**src/cpf_pkg.sv**
```systemverilog
// shared types and constants of the cpf check digit validator
// no dependencies; imported by every module of the block
`default_nettype none

package cpf_pkg;

  localparam int unsigned IdWidth      = 37;
  localparam int unsigned CheckWidth   = 7;
  localparam int unsigned DigitWidth   = 4;
  localparam int unsigned DigitCount   = 9;
  localparam int unsigned Radix        = 10;
  localparam int unsigned CheckModulus = 11;
  localparam int unsigned PairModulus  = 100;

  localparam logic [IdWidth-1:0] TenDigitFloor    = 37'd1000000000;
  localparam logic [IdWidth-1:0] TwelveDigitFloor = 37'd100000000000;

  typedef enum logic [1:0] {
    STATUS_VALID    = 2'd0,
    STATUS_MISMATCH = 2'd1,
    STATUS_SHORT    = 2'd2,
    STATUS_LONG     = 2'd3
  } cpf_status_e;

  typedef struct packed {
    logic [IdWidth-1:0] id_number;
  } cpf_in_t;

  typedef struct packed {
    cpf_status_e           status;
    logic [CheckWidth-1:0] expected_check;
  } cpf_out_t;

  // split number: range class, d1..d9 (index 0 is d1) and the trailing pair d10 d11
  typedef struct packed {
    cpf_status_e                             cls;
    logic [DigitCount-1:0][DigitWidth-1:0]   dig;
    logic [CheckWidth-1:0]                   pair;
  } cpf_digits_t;

endpackage

`default_nettype wire

```
**src/cpf_pipe_ctrl.sv**
```systemverilog
// valid bits and load enables of a bubble-collapsing register pipeline
// uses cpf_pkg; instantiated by the split and check stages
`default_nettype none

module cpf_pipe_ctrl
  import cpf_pkg::*;
#(
  parameter int unsigned NumStages = 2
) (
  input  logic                 clk_i,
  input  logic                 rst_ni,
  input  logic                 in_valid_i,
  output logic                 in_ready_o,
  output logic                 out_valid_o,
  input  logic                 out_ready_i,
  output logic [NumStages-1:0] load_o
);

  logic [NumStages-1:0] valid_q, valid_d, load;

  always_comb begin
    // a stage may load when it is empty or its content moves on
    load[NumStages-1] = !valid_q[NumStages-1] || out_ready_i;
    for (int s = NumStages - 2; s >= 0; s--) begin
      load[s] = !valid_q[s] || load[s+1];
    end
    valid_d = valid_q;
    if (load[0]) valid_d[0] = in_valid_i;
    for (int s = 1; s < NumStages; s++) begin
      if (load[s]) valid_d[s] = valid_q[s-1];
    end
  end

  always_ff @(posedge clk_i or negedge rst_ni) begin
    if (!rst_ni) begin
      valid_q <= '0;
    end else begin
      valid_q <= valid_d;
    end
  end

  assign load_o      = load;
  assign in_ready_o  = load[0];
  assign out_valid_o = valid_q[NumStages-1];

  a_ready_only_when_full: assert property (@(posedge clk_i) disable iff (!rst_ni)
    !in_ready_o |-> (valid_q[NumStages-1] && !out_ready_i))
    else $error("input stalled although the pipeline can move");

  a_item_count: assert property (@(posedge clk_i) disable iff (!rst_ni)
    $past(rst_ni) |-> ($countones(valid_q) == $past($countones(valid_q))
      + int'($past(in_valid_i && in_ready_o)) - int'($past(out_valid_o && out_ready_i))))
    else $error("item lost or duplicated in pipeline");

endmodule

`default_nettype wire

```
**src/cpf_split.sv**
```systemverilog
// decimal split: range class, digits d1..d9 and the trailing pair of the number
// uses cpf_pkg and cpf_pipe_ctrl; six register stages
`default_nettype none

module cpf_split
  import cpf_pkg::*;
(
  input  logic               clk_i,
  input  logic               rst_ni,
  input  logic               in_valid_i,
  output logic               in_ready_o,
  input  logic [IdWidth-1:0] id_number_i,
  output logic               out_valid_o,
  input  logic               out_ready_i,
  output cpf_digits_t        digits_o
);

  localparam int unsigned NumStages = 6;

  // reciprocals ceil(2^k / d), exact for the numerator width in use
  localparam longint unsigned TenE7     = 64'd10000000;
  localparam longint unsigned RecipE7   = ((64'd1 << 47) + 64'd78125 - 64'd1) / 64'd78125;
  localparam longint unsigned RecipR100 = ((64'd1 << 27) + 64'd25 - 64'd1) / 64'd25;
  localparam longint unsigned RecipM1   = ((64'd1 << 21) + 64'd10 - 64'd1) / 64'd10;
  localparam longint unsigned RecipM2   = ((64'd1 << 24) + 64'd100 - 64'd1) / 64'd100;
  localparam longint unsigned RecipM3   = ((64'd1 << 27) + 64'd1000 - 64'd1) / 64'd1000;
  localparam longint unsigned RecipM4   = ((64'd1 << 31) + 64'd10000 - 64'd1) / 64'd10000;
  localparam longint unsigned RecipH1   = ((64'd1 << 18) + 64'd10 - 64'd1) / 64'd10;
  localparam longint unsigned RecipH2   = ((64'd1 << 21) + 64'd100 - 64'd1) / 64'd100;
  localparam longint unsigned RecipH3   = ((64'd1 << 24) + 64'd1000 - 64'd1) / 64'd1000;

  function automatic logic [DigitWidth-1:0] low_digit(input logic [16:0] num,
                                                      input logic [16:0] quo);
    logic [20:0] ten_quo;
    ten_quo = 21'(quo) * 21'(Radix);
    return num[3:0] - ten_quo[3:0];
  endfunction

  logic [NumStages-1:0] load;

  cpf_pipe_ctrl #(
    .NumStages(NumStages)
  ) u_ctrl (
    .clk_i      (clk_i),
    .rst_ni     (rst_ni),
    .in_valid_i (in_valid_i),
    .in_ready_o (in_ready_o),
    .out_valid_o(out_valid_o),
    .out_ready_i(out_ready_i),
    .load_o     (load)
  );

  // stage registers
  logic [IdWidth-1:0] id_a_q;
  cpf_status_e        cls_b_q, cls_c_q, cls_d_q, cls_e_q;
  logic [13:0]        hi_b_q, hi_c_q;
  logic [23:0]        idlo_b_q, rem_c_q;
  logic [9:0]         hq1_c_q;
  logic [6:0]         hq2_c_q;
  logic [3:0]         hq3_c_q;
  logic [16:0]        mid_d_q, mid_e_q;
  logic [6:0]         pair_lo_d_q, pair_e_q;
  logic [3:0][3:0]    dh_d_q, dh_e_q;
  logic [13:0]        mq1_e_q;
  logic [9:0]         mq2_e_q;
  logic [6:0]         mq3_e_q;
  logic [3:0]         mq4_e_q;
  cpf_digits_t        digits_q;

  // stage b: range class and top four digits as one quotient
  cpf_status_e cls_b_d;
  logic [60:0] hi_prod;
  always_comb begin
    if (id_a_q < TenDigitFloor) begin
      cls_b_d = STATUS_SHORT;
    end else if (id_a_q >= TwelveDigitFloor) begin
      cls_b_d = STATUS_LONG;
    end else begin
      cls_b_d = STATUS_VALID;
    end
    // id / 10^7 = (id >> 7) / 5^7
    hi_prod = 61'(id_a_q[36:7]) * 61'(RecipE7);
  end

  // stage c: low seven digits as remainder, quotients of the top part
  logic [37:0] hi_scaled;
  logic [31:0] hp1, hp2, hp3;
  always_comb begin
    hi_scaled = 38'(hi_b_q) * 38'(TenE7);
    hp1 = 32'(hi_b_q) * 32'(RecipH1);
    hp2 = 32'(hi_b_q) * 32'(RecipH2);
    hp3 = 32'(hi_b_q) * 32'(RecipH3);
  end

  // stage d: middle five digits as quotient by a hundred, top digits
  logic [44:0]     mid_prod;
  logic [3:0][3:0] dh_d;
  always_comb begin
    mid_prod = 45'(rem_c_q[23:2]) * 45'(RecipR100);
    dh_d[0]  = hq3_c_q;
    dh_d[1]  = low_digit(17'(hq2_c_q), 17'(hq3_c_q));
    dh_d[2]  = low_digit(17'(hq1_c_q), 17'(hq2_c_q));
    dh_d[3]  = low_digit(17'(hi_c_q), 17'(hq1_c_q));
  end

  // stage e: trailing pair, quotients of the middle part
  logic [23:0] hund_mid;
  logic [34:0] mp1, mp2, mp3, mp4;
  always_comb begin
    hund_mid = 24'(mid_d_q) * 24'(PairModulus);
    mp1 = 35'(mid_d_q) * 35'(RecipM1);
    mp2 = 35'(mid_d_q) * 35'(RecipM2);
    mp3 = 35'(mid_d_q) * 35'(RecipM3);
    mp4 = 35'(mid_d_q) * 35'(RecipM4);
  end

  // stage f: all nine digits
  cpf_digits_t digits_d;
  always_comb begin
    digits_d.cls    = cls_e_q;
    digits_d.pair   = pair_e_q;
    digits_d.dig[0] = dh_e_q[0];
    digits_d.dig[1] = dh_e_q[1];
    digits_d.dig[2] = dh_e_q[2];
    digits_d.dig[3] = dh_e_q[3];
    digits_d.dig[4] = mq4_e_q;
    digits_d.dig[5] = low_digit(17'(mq3_e_q), 17'(mq4_e_q));
    digits_d.dig[6] = low_digit(17'(mq2_e_q), 17'(mq3_e_q));
    digits_d.dig[7] = low_digit(17'(mq1_e_q), 17'(mq2_e_q));
    digits_d.dig[8] = low_digit(mid_e_q, 17'(mq1_e_q));
  end

  always_ff @(posedge clk_i) begin
    if (load[0]) begin
      id_a_q <= id_number_i;
    end
    if (load[1]) begin
      cls_b_q  <= cls_b_d;
      hi_b_q   <= hi_prod[60:47];
      idlo_b_q <= id_a_q[23:0];
    end
    if (load[2]) begin
      cls_c_q <= cls_b_q;
      hi_c_q  <= hi_b_q;
      rem_c_q <= idlo_b_q - hi_scaled[23:0];
      hq1_c_q <= hp1[27:18];
      hq2_c_q <= hp2[27:21];
      hq3_c_q <= hp3[27:24];
    end
    if (load[3]) begin
      cls_d_q     <= cls_c_q;
      mid_d_q     <= mid_prod[43:27];
      pair_lo_d_q <= rem_c_q[6:0];
      dh_d_q      <= dh_d;
    end
    if (load[4]) begin
      cls_e_q  <= cls_d_q;
      mid_e_q  <= mid_d_q;
      pair_e_q <= pair_lo_d_q - hund_mid[6:0];
      dh_e_q   <= dh_d_q;
      mq1_e_q  <= mp1[34:21];
      mq2_e_q  <= mp2[33:24];
      mq3_e_q  <= mp3[33:27];
      mq4_e_q  <= mp4[34:31];
    end
    if (load[5]) begin
      digits_q <= digits_d;
    end
  end

  assign digits_o = digits_q;

  logic digits_ok;
  always_comb begin
    digits_ok = 1'b1;
    for (int i = 0; i < DigitCount; i++) begin
      if (digits_q.dig[i] > 4'(Radix - 1)) digits_ok = 1'b0;
    end
  end

  a_decimal_digits: assert property (@(posedge clk_i) disable iff (!rst_ni)
    (out_valid_o && digits_q.cls == STATUS_VALID) |-> (digits_ok && digits_q.pair < 7'd100))
    else $error("split produced a non-decimal digit");

endmodule

`default_nettype wire

```
**config.mk**
```make
export PLATFORM = sky130hd
export DESIGN_NAME = cpf_split
export DESIGN_NICKNAME = d
export VERILOG_FILES = /design/src/cpf_pkg.sv /design/src/cpf_pipe_ctrl.sv /design/src/cpf_split.sv
export SDC_FILE = /design/constraint.sdc
export NUM_CORES = 2
export LEC_CHECK = 0
export BUFFER_PORTS_ARGS = -buffer_cell sky130_fd_sc_hd__buf_2
export CAP_MARGIN = 20
export CORE_MARGIN = 5
export CORE_UTILIZATION = 50
export DETAILED_ROUTE_END_ITERATION = 10
export HOLD_SLACK_MARGIN = 0.1
export MAX_ROUTING_LAYER = met4
export PLACE_DENSITY = 0.78
export REMOVE_ABC_BUFFERS = 1
export SLEW_MARGIN = 20
export SYNTH_ARGS = -nofsm -noshare
export SYNTH_HDL_FRONTEND = slang
export SYNTH_HIERARCHICAL = 1
export SYNTH_SLANG_ARGS = --single-unit
```
**constraint.sdc**
```tcl
create_clock -name clk_i -period 9.96 [get_ports clk_i]
set_input_delay 1.992 -clock clk_i [delete_from_list [all_inputs] [get_ports clk_i]]
set_output_delay 1.992 -clock clk_i [all_outputs]
set_load 0.01 [all_outputs]
```
**Word level (Yosys, flattened, before mapping)**

Index checks and enable logic that the tools add are counted.

- Register bits: 285
- Word-level logic and storage cells: 87

- $add $sub $neg: 9
- Multiply operators: 18
- $lt $le $gt $ge: 2
- Multiplexer cells: 1
- Reduce and logical (&&, ||, !) cells: 12

Operators by type and width:

| cell | count |
|---|---|
| multiplier 30 x 31 -> 61 bit (second input constant) | 1 |
| multiplier 22 x 22 -> 43 bit (second input constant) | 1 |
| greater-or-equal comparator 37 bit (second input constant) | 1 |
| < comparator 37 x 30 -> 1 bit (second input constant) | 1 |
| multiplier 17 x 18 -> 35 bit (second input constant) | 1 |
| multiplier 17 x 18 -> 34 bit (second input constant) | 1 |
| multiplier 17 x 16 -> 33 bit (second input constant) | 1 |
| multiplier 17 x 17 -> 33 bit (second input constant) | 1 |
| multiplier 14 x 15 -> 28 bit (second input constant) | 1 |
| subtractor 4 bit | 7 |
| multiplier 14 x 14 -> 27 bit (second input constant) | 1 |
| multiplier 14 x 13 -> 26 bit (second input constant) | 1 |
| subtractor 24 bit | 1 |
| multiplier 10 x 3 -> 3 bit (second input constant) | 2 |
| multiplier 14 x 17 -> 17 bit (second input constant) | 1 |
| multiplier 17 x 5 -> 5 bit (second input constant) | 1 |
| multiplier 14 x 3 -> 3 bit (second input constant) | 1 |
| multiplier 7 x 3 -> 3 bit (second input constant) | 2 |
| multiplier 4 x 3 -> 3 bit (second input constant) | 2 |
| subtractor 7 bit | 1 |
| zero test 1 bit | 6 |
| logical OR 1 bit | 6 |
| two-way mux 2 bit | 1 |

**Logic depth before layout (Yosys ltp)**

- Word-level depth: 7
- Mapped depth: 27
- Depth with buffers taken out: 27

**By module**

The synthesis kept the hierarchy.

Modules (own cells, without submodules):

| module | times used | cells each | area each (sq um) |
|---|---|---|---|
| cpf_split | 1 | 5061 | 56496.7 |
| cpf_pipe_ctrl | 1 | 21 | 256.5 |

**Least setup slack after synthesis**

Ideal clock, no wire load.

- Path type: register to register
- Start: reg id_a_q[20]
- End: reg hi_b_q[10], data pin
- Library setup time: 258 ps
- Arrival time: 7118 ps
- Data required time: 9702 ps
- Setup slack: 2584 ps
- Cell stages (with the launch flop): 24
- Clock period less this slack: 7376 ps
- Cells stage by stage: edfxtp_1 inv_1 fa_1 fa_1 fa_1 fa_1 inv_1 fa_1 fa_1 fa_1 inv_1 fa_1 inv_1 ha_1 nand4_1 or2_2 nor3_1 nor4b_4 a221oi_2 o41ai_4 a41oi_1 a21oi_2 a21oi_1 xnor2_1

- Cells in the longest elaborated chain, start to end: 1

RTL lines:

| item | line | RTL |
|---|---|---|
| start: declaration | cpf_split.sv:54 | `logic [IdWidth-1:0] id_a_q;` |
| start signal: assignment | cpf_split.sv:135 | `id_a_q <= id_number_i;` |
| multiplier 30 x 31 -> 61 bit | cpf_split.sv:82 | `hi_prod = 61'(id_a_q[36:7]) * 61'(RecipE7);` |
| named net hi_prod[57] | cpf_split.sv:72 | `logic [60:0] hi_prod;` |
| end signal: assignment | cpf_split.sv:139 | `hi_b_q <= hi_prod[60:47];` |
| end: declaration | cpf_split.sv:56 | `logic [13:0] hi_b_q, hi_c_q;` |

The timed path passes the listed nets, and every way through them passes these cells.
A chain may end at the register's enable or synchronous reset.

**Worst setup path in the final report**

- Start: reg id_a_q[18]
- End: reg hi_b_q[13], data pin

Same word-level chain as after synthesis.

==> impl_metrics.env <==
export IMPL_crit_top_cell="fa_1"
export IMPL_synthAdderAreaFrac=0.663
export IMPL_yosys_area_top_type="fa_1"
export IMPL_fmax_mhz=118
export IMPL_cp_end_kind="flip-flop"
export IMPL_fin_crit_sh=0.848
export IMPL_cts_resized=0
export IMPL_slowest_stage="a221oi_2"
export IMPL_ys_async_sr_fraction=0.0233
export IMPL_clock_sinks=257
export IMPL_io_pins=88
export IMPL_syn_to_final_growth_pct=6.49
export IMPL_path_buf_inv=4
export IMPL_multi_input_area_sq_mm=0.0428
export IMPL_synth_top_area_share=0.383
export IMPL_synth_avg_cell_area_sq_um=11.2
export IMPL_setup_viol=0
export IMPL_fill_cells=9562
export IMPL_skew_ps=21.0
export IMPL_worstPathRequired_ps=10280
export IMPL_min_period_ps=8450
export IMPL_rsz0062_at_grt="false"
export IMPL_seq_area_sq_mm=0.00769
export IMPL_fp_dieW_microns=347
export IMPL_ys_flop_type="edfxtp_1"
export IMPL_worst_path_largest_cell_delay_ps=730
export IMPL_clkTransAtPathRegs_ps=70
export IMPL_grt_pass1_wl_microns=225000
export IMPL_seq_area_frac_synth=0.135
export IMPL_tns_ps=0
export IMPL_rows=123
export IMPL_start_util=0.504
export IMPL_drive_gt1_frac=0.0377
export IMPL_design_core_area_sq_mm=0.113
export IMPL_yosysUniqueCellTypes=66
export IMPL_dp_hpwl_microns=123000
export IMPL_outcome="finished clean"
export IMPL_drt_iter0_drc=1963
export IMPL_wl_microns=140000
export IMPL_grt_start_max_net_pins=43
export IMPL_worst_pin_slew_ps=1030
export IMPL_synth_simple_gate_area_frac=0.0255
export IMPL_place_gp_congestion=0.999
export IMPL_drv_cap=0
export IMPL_synth_compound_area_share=0.0433
export IMPL_slew_violations=0
export IMPL_cts_tree="built"
export IMPL_die_y_microns=347
export IMPL_cts_buffers=35
export IMPL_final_common_cell="inv_1"
export IMPL_cts_hold_buffers_added=0
export IMPL_ys_seq_elements=257
export IMPL_worst_setup_path_type="reg2reg"
export IMPL_cts_root_buf="clkbuf_16"
export IMPL_postLayoutCoreUtil=0.536
export IMPL_clockBufferDepth=3
export IMPL_critPathLaunchType="flip-flop"
export IMPL_synth_top_family_by_area="adder cells"
export IMPL_slew_limit_headroom=0.315
export IMPL_wire_per_inst_microns=20.7
export IMPL_yosys_top_cells_area="fa_1, ha_1, edfxtp_1"
export IMPL_avgViaCountPerCell=5.23
export IMPL_cp_max_fo=9
export IMPL_firstDrtPassIters=7
export IMPL_synth_edf_count=251
export IMPL_synth_xor_area_share=0.0230
export IMPL_grtUsageTotal=0.249
export IMPL_vias=35300
export IMPL_io_buffer_count=87
export IMPL_dieArea_sq_mm=0.120
export IMPL_worstSkewPairLatency_ps=590
export IMPL_first_global_vias=40300
export IMPL_post_cts_buffers=0
export IMPL_cp_top_family="adder cells"
export IMPL_ant_nets=0
export IMPL_drc=0
export IMPL_finalHoldViolCount=0
export IMPL_antenna_found_initial=5
export IMPL_final_cell_mix="inv_1, ha_1, fa_1, edfxtp_1, xnor2_1"
export IMPL_synthesis_area_sq_mm=0.0568
export IMPL_hp_class="reg2reg"
export IMPL_gr_total_overflow=0
export IMPL_htreeDepth=2
export IMPL_worstPathArrival_ps=8770
export IMPL_crit_chain="ha_1 > fa_1 > inv_1 > fa_1 > fa_1 > inv_1 > fa_1 > fa_1 > fa_1 > inv_1 > fa_1 > inv_1 > ha_1 > o21ai_0 > o21ai_0 > a21oi_1 > o311ai_0 > a221oi_2 > o41ai_4 > a311oi_1 > o21bai_2 > a21oi_2 > xnor2_1"
export IMPL_final_nets=7628
export IMPL_synth_cells=5082
export IMPL_yosysWarnings=6
export IMPL_synthMuxAreaShare=0
[cell usage after synthesis (all sizes together), types with 5 or more instances]
cell / count
xor2: 33
o21bai: 8
nor2b: 20
and2: 6
o21a: 32
o211ai: 7
nand4: 16
a21oi: 103
a31oi: 12
nor3: 22
or2: 9
xnor2: 116
a211oi: 15
o2111ai: 9
edfxtp: 251
nand2: 56
ha: 1268
a21boi: 9
a21o: 54
nand2b: 16
a2111oi: 8
nor2: 73
nor4: 5
dfrtp: 6
and3: 12
nand3: 35
fa: 1086
inv: 1660
o21ai: 75
[metrics by stage]
stage          area (sq um)  hold WS, ps  setup slack, ps  std cells
2_1_floorplan         56700          400             2580       5080
3_3_place_gp          59300          402             1840       6695
3_5_place_dp          59300          405             1650       6695
4_1_cts               60400          413             1630       6757
5_1_grt               60400          424             1280       6762
6_report              60400          412             1510       6762
[logic make-up (layout without fill, tap and decap cells)]
| logic type | count (synthesis) | count (layout) |
|---|---|---|
| flops | 257 | 257 |
| other cells | 0 | 4 |
| compound gates | 374 | 374 |
| simple gates | 286 | 286 |
| buf+inv | 1662 | 1838 |
| fa+ha+maj | 2354 | 2354 |
| xor+xnor | 149 | 149 |
[state kept, by name, indices dropped and copies added (netlist names), 6 cells and up]
signal	flops
u_ctrl/valid_q	6
mid_d_q	17
digits_o	45
dh_d_q	16
pair_lo_d_q	7
id_a_q	37
dh_e_q	16
idlo_b_q	24
pair_e_q	7
hi_b_q	14
rem_c_q	24
[per-layer routing]
metal / routed length, microns / global-route usage
met3: 7380 / 0.0325
met1: 56800 / 0.308
met5: 0 / -
met2: 69000 / 0.419
met4: 6890 / 0.0972
[worst paths after layout]
check	startpoint	endpoint	slack, ps	cells after the start
max reg2reg	id_a_q[18]	hi_b_q[13]	1510	23
min reg2reg	pair_e_q[1]	digits_o[1]	410	0
max	id_a_q[18]	hi_b_q[13]	1510	23
max in group asynchronous	rst_ni	u_ctrl/valid_q[4]	8570	1
min	pair_e_q[1]	digits_o[1]	410	0
min in group asynchronous	rst_ni	u_ctrl/valid_q[5]	1230	1
[cell type report]
cell class / instances / area share
Clock buffer: 36 / 0.0146
Sequential cell: 257 / 0.127
Inverter: 1660 / 0.103
Tap cell: 1500 / 0.0311
Timing Repair Buffer: 116 / 0.0109
Multi-Input combinational cell: 3163 / 0.709
Antenna cell: 4 / 0.000166
Clock inverter: 26 / 0.00433
Power is not shown: default switching activity piles up to over one toggle a cycle in this logic, so the estimate is an artifact.
