### config.mk
export PLATFORM = sky130hd
export DESIGN_NAME = cpf_check
export DESIGN_NICKNAME = d
export VERILOG_FILES = /design/src/cpf_pkg.sv /design/src/cpf_pipe_ctrl.sv /design/src/cpf_check.sv
export SDC_FILE = /design/constraint.sdc
export NUM_CORES = 1
export LEC_CHECK = 0
export BUFFER_PORTS_ARGS = -buffer_cell sky130_fd_sc_hd__buf_4
export CORE_UTILIZATION = 65
export CTS_BUF_LIST = sky130_fd_sc_hd__clkbuf_4 sky130_fd_sc_hd__clkbuf_8
export DETAILED_ROUTE_END_ITERATION = 6
export HOLD_SLACK_MARGIN = 0.08
export PLACE_DENSITY = 0.94
export SLEW_MARGIN = 10
export SYNTH_ARGS = -nofsm -noshare
export SYNTH_HDL_FRONTEND = slang
export SYNTH_HIERARCHICAL = 1
export SYNTH_SLANG_ARGS = --single-unit
### constraint.sdc
create_clock -name clk_i -period 11 [get_ports clk_i]
set_clock_uncertainty 0.2 [all_clocks]
set_input_delay 0.55 -clock clk_i [delete_from_list [all_inputs] [get_ports clk_i]]
set_output_delay 0.55 -clock clk_i [all_outputs]
set_load 0.05 [all_outputs]
### src/cpf_pkg.sv
// shared types and constants of the cpf check digit validator
// no dependencies; imported by every module of the block
`default_nettype none

package cpf_pkg;

  localparam int unsigned IdWidth      = 37;
  localparam int unsigned CheckWidth   = 7;
  localparam int unsigned DigitWidth   = 4;
  localparam int unsigned DigitCount   = 9;
  localparam int unsigned Radix        = 10;
  localparam int unsigned CheckModulus = 11;
  localparam int unsigned PairModulus  = 100;

  localparam logic [IdWidth-1:0] TenDigitFloor    = 37'd1000000000;
  localparam logic [IdWidth-1:0] TwelveDigitFloor = 37'd100000000000;

  typedef enum logic [1:0] {
    STATUS_VALID    = 2'd0,
    STATUS_MISMATCH = 2'd1,
    STATUS_SHORT    = 2'd2,
    STATUS_LONG     = 2'd3
  } cpf_status_e;

  typedef struct packed {
    logic [IdWidth-1:0] id_number;
  } cpf_in_t;

  typedef struct packed {
    cpf_status_e           status;
    logic [CheckWidth-1:0] expected_check;
  } cpf_out_t;

  // split number: range class, d1..d9 (index 0 is d1) and the trailing pair d10 d11
  typedef struct packed {
    cpf_status_e                             cls;
    logic [DigitCount-1:0][DigitWidth-1:0]   dig;
    logic [CheckWidth-1:0]                   pair;
  } cpf_digits_t;

endpackage

`default_nettype wire

### src/cpf_pipe_ctrl.sv
// valid bits and load enables of a bubble-collapsing register pipeline
// uses cpf_pkg; instantiated by the split and check stages
`default_nettype none

module cpf_pipe_ctrl
  import cpf_pkg::*;
#(
  parameter int unsigned NumStages = 2
) (
  input  logic                 clk_i,
  input  logic                 rst_ni,
  input  logic                 in_valid_i,
  output logic                 in_ready_o,
  output logic                 out_valid_o,
  input  logic                 out_ready_i,
  output logic [NumStages-1:0] load_o
);

  logic [NumStages-1:0] valid_q, valid_d, load;

  always_comb begin
    // a stage may load when it is empty or its content moves on
    load[NumStages-1] = !valid_q[NumStages-1] || out_ready_i;
    for (int s = NumStages - 2; s >= 0; s--) begin
      load[s] = !valid_q[s] || load[s+1];
    end
    valid_d = valid_q;
    if (load[0]) valid_d[0] = in_valid_i;
    for (int s = 1; s < NumStages; s++) begin
      if (load[s]) valid_d[s] = valid_q[s-1];
    end
  end

  always_ff @(posedge clk_i or negedge rst_ni) begin
    if (!rst_ni) begin
      valid_q <= '0;
    end else begin
      valid_q <= valid_d;
    end
  end

  assign load_o      = load;
  assign in_ready_o  = load[0];
  assign out_valid_o = valid_q[NumStages-1];

  a_ready_only_when_full: assert property (@(posedge clk_i) disable iff (!rst_ni)
    !in_ready_o |-> (valid_q[NumStages-1] && !out_ready_i))
    else $error("input stalled although the pipeline can move");

  a_item_count: assert property (@(posedge clk_i) disable iff (!rst_ni)
    $past(rst_ni) |-> ($countones(valid_q) == $past($countones(valid_q))
      + int'($past(in_valid_i && in_ready_o)) - int'($past(out_valid_o && out_ready_i))))
    else $error("item lost or duplicated in pipeline");

endmodule

`default_nettype wire

### src/cpf_check.sv
// weighted mod-11 check pair from d1..d9 and comparison with the trailing pair
// uses cpf_pkg and cpf_pipe_ctrl; three register stages, the last is the result register
`default_nettype none

module cpf_check
  import cpf_pkg::*;
(
  input  logic        clk_i,
  input  logic        rst_ni,
  input  logic        in_valid_i,
  output logic        in_ready_o,
  input  cpf_digits_t digits_i,
  output logic        out_valid_o,
  input  logic        out_ready_i,
  output cpf_out_t    result_o
);

  localparam int unsigned NumStages = 3;
  localparam longint unsigned RecipMod11 =
    ((64'd1 << 14) + 64'(CheckModulus) - 64'd1) / 64'(CheckModulus);

  // exact for sums below 1024
  function automatic logic [3:0] mod11(input logic [9:0] sum);
    logic [20:0] prod;
    logic [10:0] eleven_q;
    prod     = 21'(sum) * 21'(RecipMod11);
    eleven_q = 11'(prod[20:14]) * 11'(CheckModulus);
    return sum[3:0] - eleven_q[3:0];
  endfunction

  function automatic logic [3:0] check_digit(input logic [3:0] rem);
    return (rem < 4'd2) ? 4'd0 : 4'(4'(CheckModulus) - rem);
  endfunction

  logic [NumStages-1:0] load;

  cpf_pipe_ctrl #(
    .NumStages(NumStages)
  ) u_ctrl (
    .clk_i      (clk_i),
    .rst_ni     (rst_ni),
    .in_valid_i (in_valid_i),
    .in_ready_o (in_ready_o),
    .out_valid_o(out_valid_o),
    .out_ready_i(out_ready_i),
    .load_o     (load)
  );

  cpf_status_e           cls_s_q, cls_c_q;
  logic [CheckWidth-1:0] pair_s_q, pair_c_q;
  logic [8:0]            s1_q;
  logic [9:0]            s2b_q, s2_q;
  logic [3:0]            c1_q;
  cpf_out_t              result_q;

  // weights 10..2 for the first sum, 11..3 for the second
  logic [8:0] s1_d;
  logic [9:0] s2b_d;
  always_comb begin
    s1_d  = '0;
    s2b_d = '0;
    for (int i = 0; i < DigitCount; i++) begin
      s1_d  = s1_d + 9'(digits_i.dig[i]) * 9'(10 - i);
      s2b_d = s2b_d + 10'(digits_i.dig[i]) * 10'(11 - i);
    end
  end

  logic [3:0] c1_d;
  always_comb begin
    c1_d = check_digit(mod11(10'(s1_q)));
  end

  logic [3:0]            c2;
  logic [CheckWidth-1:0] pair_calc;
  cpf_out_t              result_d;
  always_comb begin
    c2        = check_digit(mod11(s2_q));
    pair_calc = 7'(c1_q) * 7'(Radix) + 7'(c2);
    if (cls_c_q != STATUS_VALID) begin
      result_d.status         = cls_c_q;
      result_d.expected_check = '0;
    end else begin
      result_d.status         = (pair_calc == pair_c_q) ? STATUS_VALID : STATUS_MISMATCH;
      result_d.expected_check = pair_calc;
    end
  end

  always_ff @(posedge clk_i) begin
    if (load[0]) begin
      cls_s_q  <= digits_i.cls;
      pair_s_q <= digits_i.pair;
      s1_q     <= s1_d;
      s2b_q    <= s2b_d;
    end
    if (load[1]) begin
      cls_c_q  <= cls_s_q;
      pair_c_q <= pair_s_q;
      c1_q     <= c1_d;
      s2_q     <= s2b_q + {5'd0, c1_d, 1'b0};
    end
    if (load[2]) begin
      result_q <= result_d;
    end
  end

  assign result_o = result_q;

endmodule

`default_nettype wire

Word level (Yosys, flattened, before mapping). Cells that the tools add are included. Widths: inputs -> output; s select.

$add $sub $neg: 22. Multipliers: 18. Order comparisons: 2. Equality and inequality tests: 1. Muxes and demuxes: 4. Reductions and logical operators: 7.

Operators with widths (count): $mul 4x3->7 const B (6); $add 10x7->10 (4); $add 9x7->9 (4); $mul 4x2->6 const B (4); $mul 4x4->8 const B (3); $add 10x6->10 (2); $mul 10x10->20 const B (1); $mul 9x10->19 const B (1); $add 8x8->9 (2); $add 9x6->9 (2); $add 10x5->10 (1); $add 9x8->10 (1); $add 9x5->9 (1); $mux 9 (1); $lt 4x2->1 const B (2); $mux 4 (2); $sub 4x4->4 (2); $sub 4x4->4 const A (2); $add 7x4->7 (1); $eq 7x7->1 (1); $mul 7x4->4 const B (1); $mul 4x3->6 const B (1); $mul 6x4->4 const B (1); $logic_not 1->1 (3); other kinds (3) (5).

Flip-flop bits (word level): 63. Bits of input ports: 49. Output and inout bits: 11. Word-level logic and storage cells: 67.

Depth between registers and ports, before layout. Gate-level depths: netlist of run 1.

Depth after elaboration: 9. Depth in mapped cells: 37. Mapped depth without buffers: 37.

Modules after synthesis. Netlist of run 1, hierarchy kept.

By module, submodules not included: cpf_check (instances 1, cells an instance 856, area each 9779.4 sq um, sequential area each 1801.7 sq um); cpf_pipe_ctrl (instances 1, cells an instance 11, area each 133.9 sq um, sequential area each 75.1 sq um).

Worst setup path before layout of run 1. Ideal clock, no wire load.

Path kind: register to register. Start: reg s2_q[2]. End: reg result_q (netlist bit result_o[7]) (data pin). Setup time: 260 ps. Arrival time: 7344 ps. Data required time: 10540 ps. Path slack: 3196 ps. Stages on the path, launching flop included: 34. Buffers on the path: 0. Period minus slack after synthesis: 7804 ps. Cells stage by stage: edfxtp_1 > ha_1 > ha_1 > fa_1 > inv_1 > fa_1 > fa_1 > inv_1 > ha_1 > nand4_1 > a22o_1 > o21ai_4 > o21ai_2 > xor2_2 > ha_1 > fa_1 > ha_1 > a21o_1 > a21oi_1 > xnor2_1 > xnor2_1 > xnor2_1 > ha_1 > nor2b_1 > ha_1 > inv_1 > fa_1 > nor2b_1 > o21ai_1 > xor2_1 > xor2_1 > nand4_1 > nor4_1 > o21bai_1.

RTL lines: from (decl) (RTL line cpf_check.sv:52) `logic [9:0] s2b_q, s2_q;`; from (signal assigned) (RTL line cpf_check.sv:99) `s2_q <= s2b_q + {5'd0, c1_d, 1'b0};`; to (signal assigned) (RTL line cpf_check.sv:102) `result_q <= result_d;`; to (decl) (RTL line cpf_check.sv:54) `cpf_out_t result_q;`.

==> results.json, run 1 <==
{
  "final_util_pct": 73.3,
  "hold_viol_final": 0,
  "fillers": 901,
  "slew_headroom_pct": 19.6,
  "status": "finished clean",
  "wl_met2_um": 11000,
  "setup.worst_path.end_class": "flop",
  "finalMaxSlewViolations": 0,
  "grt_pass1_vias": 7309,
  "fmax_mhz": 117,
  "h-tree-depth": 3,
  "drtPass1Iterations": 4,
  "port_buffers": 59,
  "coreArea_mm2": 0.0147,
  "synth_top_area_share_pct": 31.1,
  "drive_gt1_share_pct": 9.68,
  "finalSetupViolations": 0,
  "nets": 1341,
  "slowest_delay_ns": 0.54,
  "cts_tree": "built",
  "crit_family": "adder cells",
  "via_count": 6264,
  "wl_um": 20400,
  "die_area_mm2": 0.0157,
  "antennaDiodeCount": 0,
  "path_clk_slew_ns": 0.08,
  "hold_slack_ns": 0.172,
  "antenna_found_initial": 0,
  "synth_top_cell_by_area": "fa_1",
  "cp_slowest_cell": "fa_1",
  "rsz0062_at_grt": "false",
  "cp.arrival_ns": 8.45,
  "fp.dieH_um": 125,
  "synth-edff-count": 60,
  "synth_top_flop_cell": "edfxtp_1",
  "cts_sinks": 63,
  "min_period_ns": 8.56,
  "chipWidth_um": 125,
  "clk_latency_ns": 0.35,
  "yosysMostFrequentCell": "inv_1",
  "routed.top_layer": "met4",
  "hpwl_um": 16800,
  "grt_start_max_net_pins": 30,
  "place_area_mm2": 0.0106,
  "root_buffer": "clkbuf_8",
  "grt_util_all_layers_pct": 28.4,
  "syn_inst": 867,
  "cts_resized": 0,
  "wl_per_cell_um": 18.1,
  "met1_length_um": 7660,
  "async_flop_share_pct": 4.76,
  "initial_core_util_pct": 67.4,
  "io_pins": 60,
  "drc_errors": 0,
  "drtIter0Drc": 234,
  "clock_path_buffers": 2,
  "required_ns": 10.89,
  "synth.distinct_cells": 56,
  "setup_tns_ns": 0,
  "vias_per_cell": 5.57,
  "path_max_fanout": 7,
  "ant_nets": 0,
  "criticalPathCategory": "flop to flop",
  "min_path_type": "input port to flop",
  "row_count": 44,
  "max_cap_viol_count": 0,
  "routabilityCongestion": 0.904,
  "critPathBufInv": 3,
  "grt_first_pass_wirelength_um": 34200,
  "ys_warn_count": 6,
  "ys_top_cells_by_count": "inv_1, ha_1, fa_1",
  "synth_fp_nets": 1273,
  "worst_pin_slew_ns": 1.20,
  "area_growth_pct": 8.76,
  "postLayoutCellArea_mm2": 0.0108,
  "overflow": 0,
  "cpMostUsedCell": "ha_1",
  "fin_crit_sh_pct": 77.8,
  "critPathLaunchType": "flop",
  "cts_buffers": 9,
  "ys_seq_area_share_pct": 18.9,
  "netlist_area_mm2": 0.00991,
  "ys_ff_latch": 63,
  "syn_avg_cell_area_um2": 11.4,
  "dr_wl_met3_um": 681,
  "synth_area_leaders": "fa_1, ha_1, edfxtp_1"
}
## worst paths after layout
| check | slack [ns] | end | from | cells past startpoint |
|---|---|---|---|---|
| max | 2.44 | result_o[7]$_DFFE_PP_ | s2_q[3]$_DFFE_PP_ | 33 |
| min | 0.17 | cls_s_q[0]$_DFFE_PP_ | digits_i[43] | 1 |
| max reg2reg | 2.44 | result_o[7]$_DFFE_PP_ | s2_q[3]$_DFFE_PP_ | 33 |
| min reg2reg | 0.22 | pair_c_q[5]$_DFFE_PP_ | pair_s_q[5]$_DFFE_PP_ | 0 |
| max in group asynchronous | 10.18 | u_ctrl/valid_q[0]$_DFFE_PN0P_ | rst_ni | 2 |
| min in group asynchronous | 0.32 | u_ctrl/valid_q[1]$_DFFE_PN0P_ | rst_ni | 2 |
## worst register-to-register path: cells and delay by family (launching register included)
family | cells | cell delay, ns
buffers and inverters | 3 | 0.18
adders and majority gates | 11 | 4.12
xor gates and xnor gates | 6 | 1.11
DFF | 1 | 0.53
and+or+nand+nor | 5 | 0.74
AOI/OAI and AO/OA | 8 | 1.40
## repair_timing
item / CTS / global route
setup buffers: 0 / 0
hold endpoints to repair: 3 / 0
hold buffers: 1 / 0
## area by class of cell
cell class	count	area, µm²	share of cell area [%]
Clock buffer	9	124	1.15
Clock inverter	7	72.6	0.673
Inverter	235	882	8.18
Multi-Input combinational cell	565	7140	66.2
Sequential cell	63	1880	17.4
Tap cell	184	230	2.14
Timing Repair Buffer	61	460	4.27
## registers in the layout, indices dropped and copies added, names as in the netlist
register	flops
u_ctrl/valid_q	3
pair_c_q	7
cls_c_q	2
cls_s_q	2
s2_q	10
c1_q	4
result_o	9
s2b_q	10
s1_q	9
pair_s_q	7
## logic make-up after synthesis
family | share of synthesized area, %
mux | 0.555
compound gates | 4.67
simple gates | 3.61
flops | 18.9
fa+ha+maj | 56.7
buf+inv | 9.09
xor+xnor | 6.42
## cell usage in the layout, fill, tap and decap left out, drive strengths merged, types with 2 or more instances in the layout
cell / n
buf: 60
nand2: 6
or2: 2
dfrtp: 3
o21bai: 6
and3: 2
nand3: 5
nand4: 4
nand3b: 2
nor2b: 7
o22ai: 2
and2: 2
a21o: 11
clkbuf: 9
a21oi: 22
o21ai: 10
inv: 236
o21a: 2
o211ai: 2
nor2: 23
xor2: 21
fa: 154
nor3: 5
ha: 203
mux2i: 4
clkinv: 4
xnor2: 50
nand2b: 5
edfxtp: 60
## through the flow
step	cells	worst slack, ns
floorplan	867	3.20
global placement	1107	2.86
detailed placement	1107	2.46
CTS	1124	2.44
global route	1124	1.83
finish	1124	2.44
## per-layer routing
layer	vias to the layer above	track usage [%]
met5	-	0
met2	182	53.3
met3	75	3.38
met4	0	15.4
met1	3124	31.2
li1	2883	-
Power of run 1 is not shown: default switching activity piles up to over one toggle a cycle in this logic, so the estimate is an artifact.
==> run 2: changes to the inputs <==
--- a/config.mk
+++ b/config.mk
@@ -5,12 +5,13 @@
 export SDC_FILE = /design/constraint.sdc
 export NUM_CORES = 1
 export LEC_CHECK = 0
+export ABC_AREA = 1
 export BUFFER_PORTS_ARGS = -buffer_cell sky130_fd_sc_hd__buf_4
-export CORE_UTILIZATION = 65
+export CORE_UTILIZATION = 59
 export CTS_BUF_LIST = sky130_fd_sc_hd__clkbuf_4 sky130_fd_sc_hd__clkbuf_8
 export DETAILED_ROUTE_END_ITERATION = 6
 export HOLD_SLACK_MARGIN = 0.08
-export PLACE_DENSITY = 0.94
+export PLACE_DENSITY = 0.91
 export SLEW_MARGIN = 10
 export SYNTH_ARGS = -nofsm -noshare
 export SYNTH_HDL_FRONTEND = slang
==> constraint.sdc (replaced) <==
create_clock -name clk_i -period 7.7 [get_ports clk_i]
set_clock_uncertainty 0.2 [all_clocks]
set_input_delay 0.385 -clock clk_i [delete_from_list [all_inputs] [get_ports clk_i]]
set_output_delay 0.385 -clock clk_i [all_outputs]
set_load 0.05 [all_outputs]
==> results.json, run 2 <==
{
  "violations": "setup timing",
  "dr_wl_met3_um": 2610,
  "coreArea_mm2": 0.0172,
  "finalMaxSlewViolations": 0,
  "min_path_type": "input port to async pin",
  "drive_gt1_share_pct": 24.2,
  "synth_top_area_share_pct": 29.8,
  "io_pins": 60,
  "fmax_mhz": 122,
  "grt_util_all_layers_pct": 31.2,
  "clk_latency_ns": 0.37,
  "chipWidth_um": 134,
  "fillers": 997,
  "row_count": 48,
  "netlist_area_mm2": 0.0103,
  "setup.worst_path.end_class": "flop",
  "slew_headroom_pct": 13.8,
  "drtPass1Iterations": 6,
  "via_count": 8570,
  "synth_top_cell_by_area": "fa_1",
  "crit_family": "adder cells",
  "required_ns": 7.64,
  "synth_top_flop_cell": "edfxtp_1",
  "ys_seq_area_share_pct": 18.2,
  "syn_avg_cell_area_um2": 9.92,
  "synth.distinct_cells": 32,
  "cp_slowest_cell": "fa_2",
  "worst_pin_slew_ns": 1.29,
  "area_growth_pct": 23.8,
  "initial_core_util_pct": 60.2,
  "nets": 1597,
  "ys_warn_count": 6,
  "finalSetupViolations": 10,
  "stdcell_count": 1422,
  "yosysMostFrequentCell": "inv_1",
  "dp.cells": 1357,
  "ys_top_cells_by_count": "inv_1, ha_1, fa_1",
  "met1_length_um": 10500,
  "layout_commonest_cell": "inv_1",
  "status": "finished with violations",
  "path_clk_slew_ns": 0.09,
  "largestRegisters": "s2_q x10, s2b_q x10",
  "vias_per_cell": 6.03,
  "synth_area_leaders": "fa_1, ha_1, edfxtp_1",
  "r2r_setup_slack_ns": -0.49,
  "die_area_mm2": 0.0180,
  "critPathBufInv": 6,
  "max_cap_viol_count": 0,
  "ant_nets": 0,
  "root_buffer": "clkbuf_8",
  "cts_buffers": 9,
  "timing.final.ws_setup_ns": -0.491,
  "clock_path_buffers": 2,
  "hpwl_um": 19200,
  "h-tree-depth": 3,
  "drtIter0Drc": 662,
  "cts_sinks": 63,
  "syn_inst": 1042,
  "hold_viol_final": 0,
  "synth-edff-count": 60,
  "wl_met2_um": 16400,
  "grt_pass1_vias": 8824,
  "fp.dieH_um": 134,
  "path_max_fanout": 3,
  "overflow": 0,
  "port_buffers": 59,
  "async_flop_share_pct": 4.76,
  "wl_per_cell_um": 23.0,
  "min_period_ns": 8.19,
  "cts_tree": "built",
  "routabilityCongestion": 0.945,
  "critPathLaunchType": "flop",
  "antenna_found_initial": 1,
  "grt_first_pass_wirelength_um": 42700,
  "routed.top_layer": "met4",
  "criticalPathCategory": "flop to flop",
  "drc_errors": 0,
  "final_cell_mix": "inv_1, ha_1, fa_1",
  "wl_um": 32700,
  "fin_crit_sh_pct": 106,
  "slowest_delay_ns": 0.64,
  "grt_start_max_net_pins": 31,
  "rsz0062_at_grt": "true",
  "ys_ff_latch": 63,
  "synth_fp_nets": 1448,
  "cp.arrival_ns": 8.13
}
==> run 2: cell count changes in the layout (fill, tap and decap cells not counted), moves of 26 or more <==
cell and delta:
ha_1 -38, nand2_1 +87, nand3_1 +27, inv_1 +26, buf_4 +62, ha_4 +36, xnor2_1 -28
==> run 2: cell families after synthesis <==
kind of cell | synth area share, %
xor gates and xnor gates | 4.15
AOI/OAI and AO/OA | 3.21
adders and majority gates | 54.4
buffers and inverters | 10.1
DFF | 18.2
and+or+nand+nor | 9.92
==> run 2: worst register-to-register path: cells and delay by family, from the launching register on <==
kind                       cells  cell delay (ns)
AOI/OAI and AO/OA              2             0.23
xor gates and xnor gates       3             0.74
adders and majority gates     11             4.01
buffers and inverters          6             0.55
DFF                            1             0.46
and+or+nand+nor               19             1.78
==> run 2: final timing paths <==
path | start | end | cells past startpoint
max in group asynchronous | rst_ni | u_ctrl/valid_q[0]$_DFFE_PN0P_ | 2
worst min register to register | pair_s_q[3]$_DFFE_PP_ | pair_c_q[3]$_DFFE_PP_ | 0
min in group clk_i | digits_i[7] | s2b_q[0]$_DFFE_PP_ | 2
worst max register to register | s2_q[5]$_DFFE_PP_ | result_o[7]$_DFFE_PP_ | 41
worst max-delay path | s2_q[5]$_DFFE_PP_ | result_o[7]$_DFFE_PP_ | 41
worst min-delay path | rst_ni | u_ctrl/valid_q[1]$_DFFE_PN0P_ | 2
==> run 2: per-layer routing <==
| metal | track usage (%) | up-vias |
|---|---|---|
| met5 | 0 | - |
| met1 | 31.8 | 4069 |
| met3 | 4.46 | 285 |
| met2 | 59.3 | 664 |
| li1 | - | 3552 |
| met4 | 19.9 | 0 |
==> run 2: metrics by stage <==
stage	worst slack [ns]	utilization (%)	instance area, µm²	hold slack [ns]	setup TNS (ns)
6_report	-0.491	74.5	12800	0.181	-2.78
5_1_grt	-0.641	74.4	12800	0.167	-4.27
4_1_cts	-0.0357	70.7	12100	0.159	-0.0357
3_5_place_dp	-0.509	65.7	11300	-0.0176	-1.13
3_3_place_gp	-0.0492	65.7	11300	-0.0244	-0.0492
2_1_floorplan	0.140	-	10300	-0.111	0
==> run 2: cell type report <==
type / count / area (µm²) / area share (%)
sequential: 63 / 1880 / 14.7
timing repair buffer: 140 / 1100 / 8.64
clock buffer: 10 / 138 / 1.08
inverter: 276 / 1040 / 8.10
clock inverter: 6 / 92.6 / 0.724
tap: 225 / 282 / 2.20
multi-input combinational: 701 / 8260 / 64.6
antenna: 1 / 2.50 / 0.0196
==> run 2: what timing repair did <==
action                     4_1_cts  5_1_grt
pin swaps                       48       76
gates cloned                     0        0
setup endpoints to repair        9       11
hold buffers                    11        0
setup buffers                   16       22
resized for setup               71      103
hold endpoints to repair        13        0
Power of run 2 is left out for the same reason.
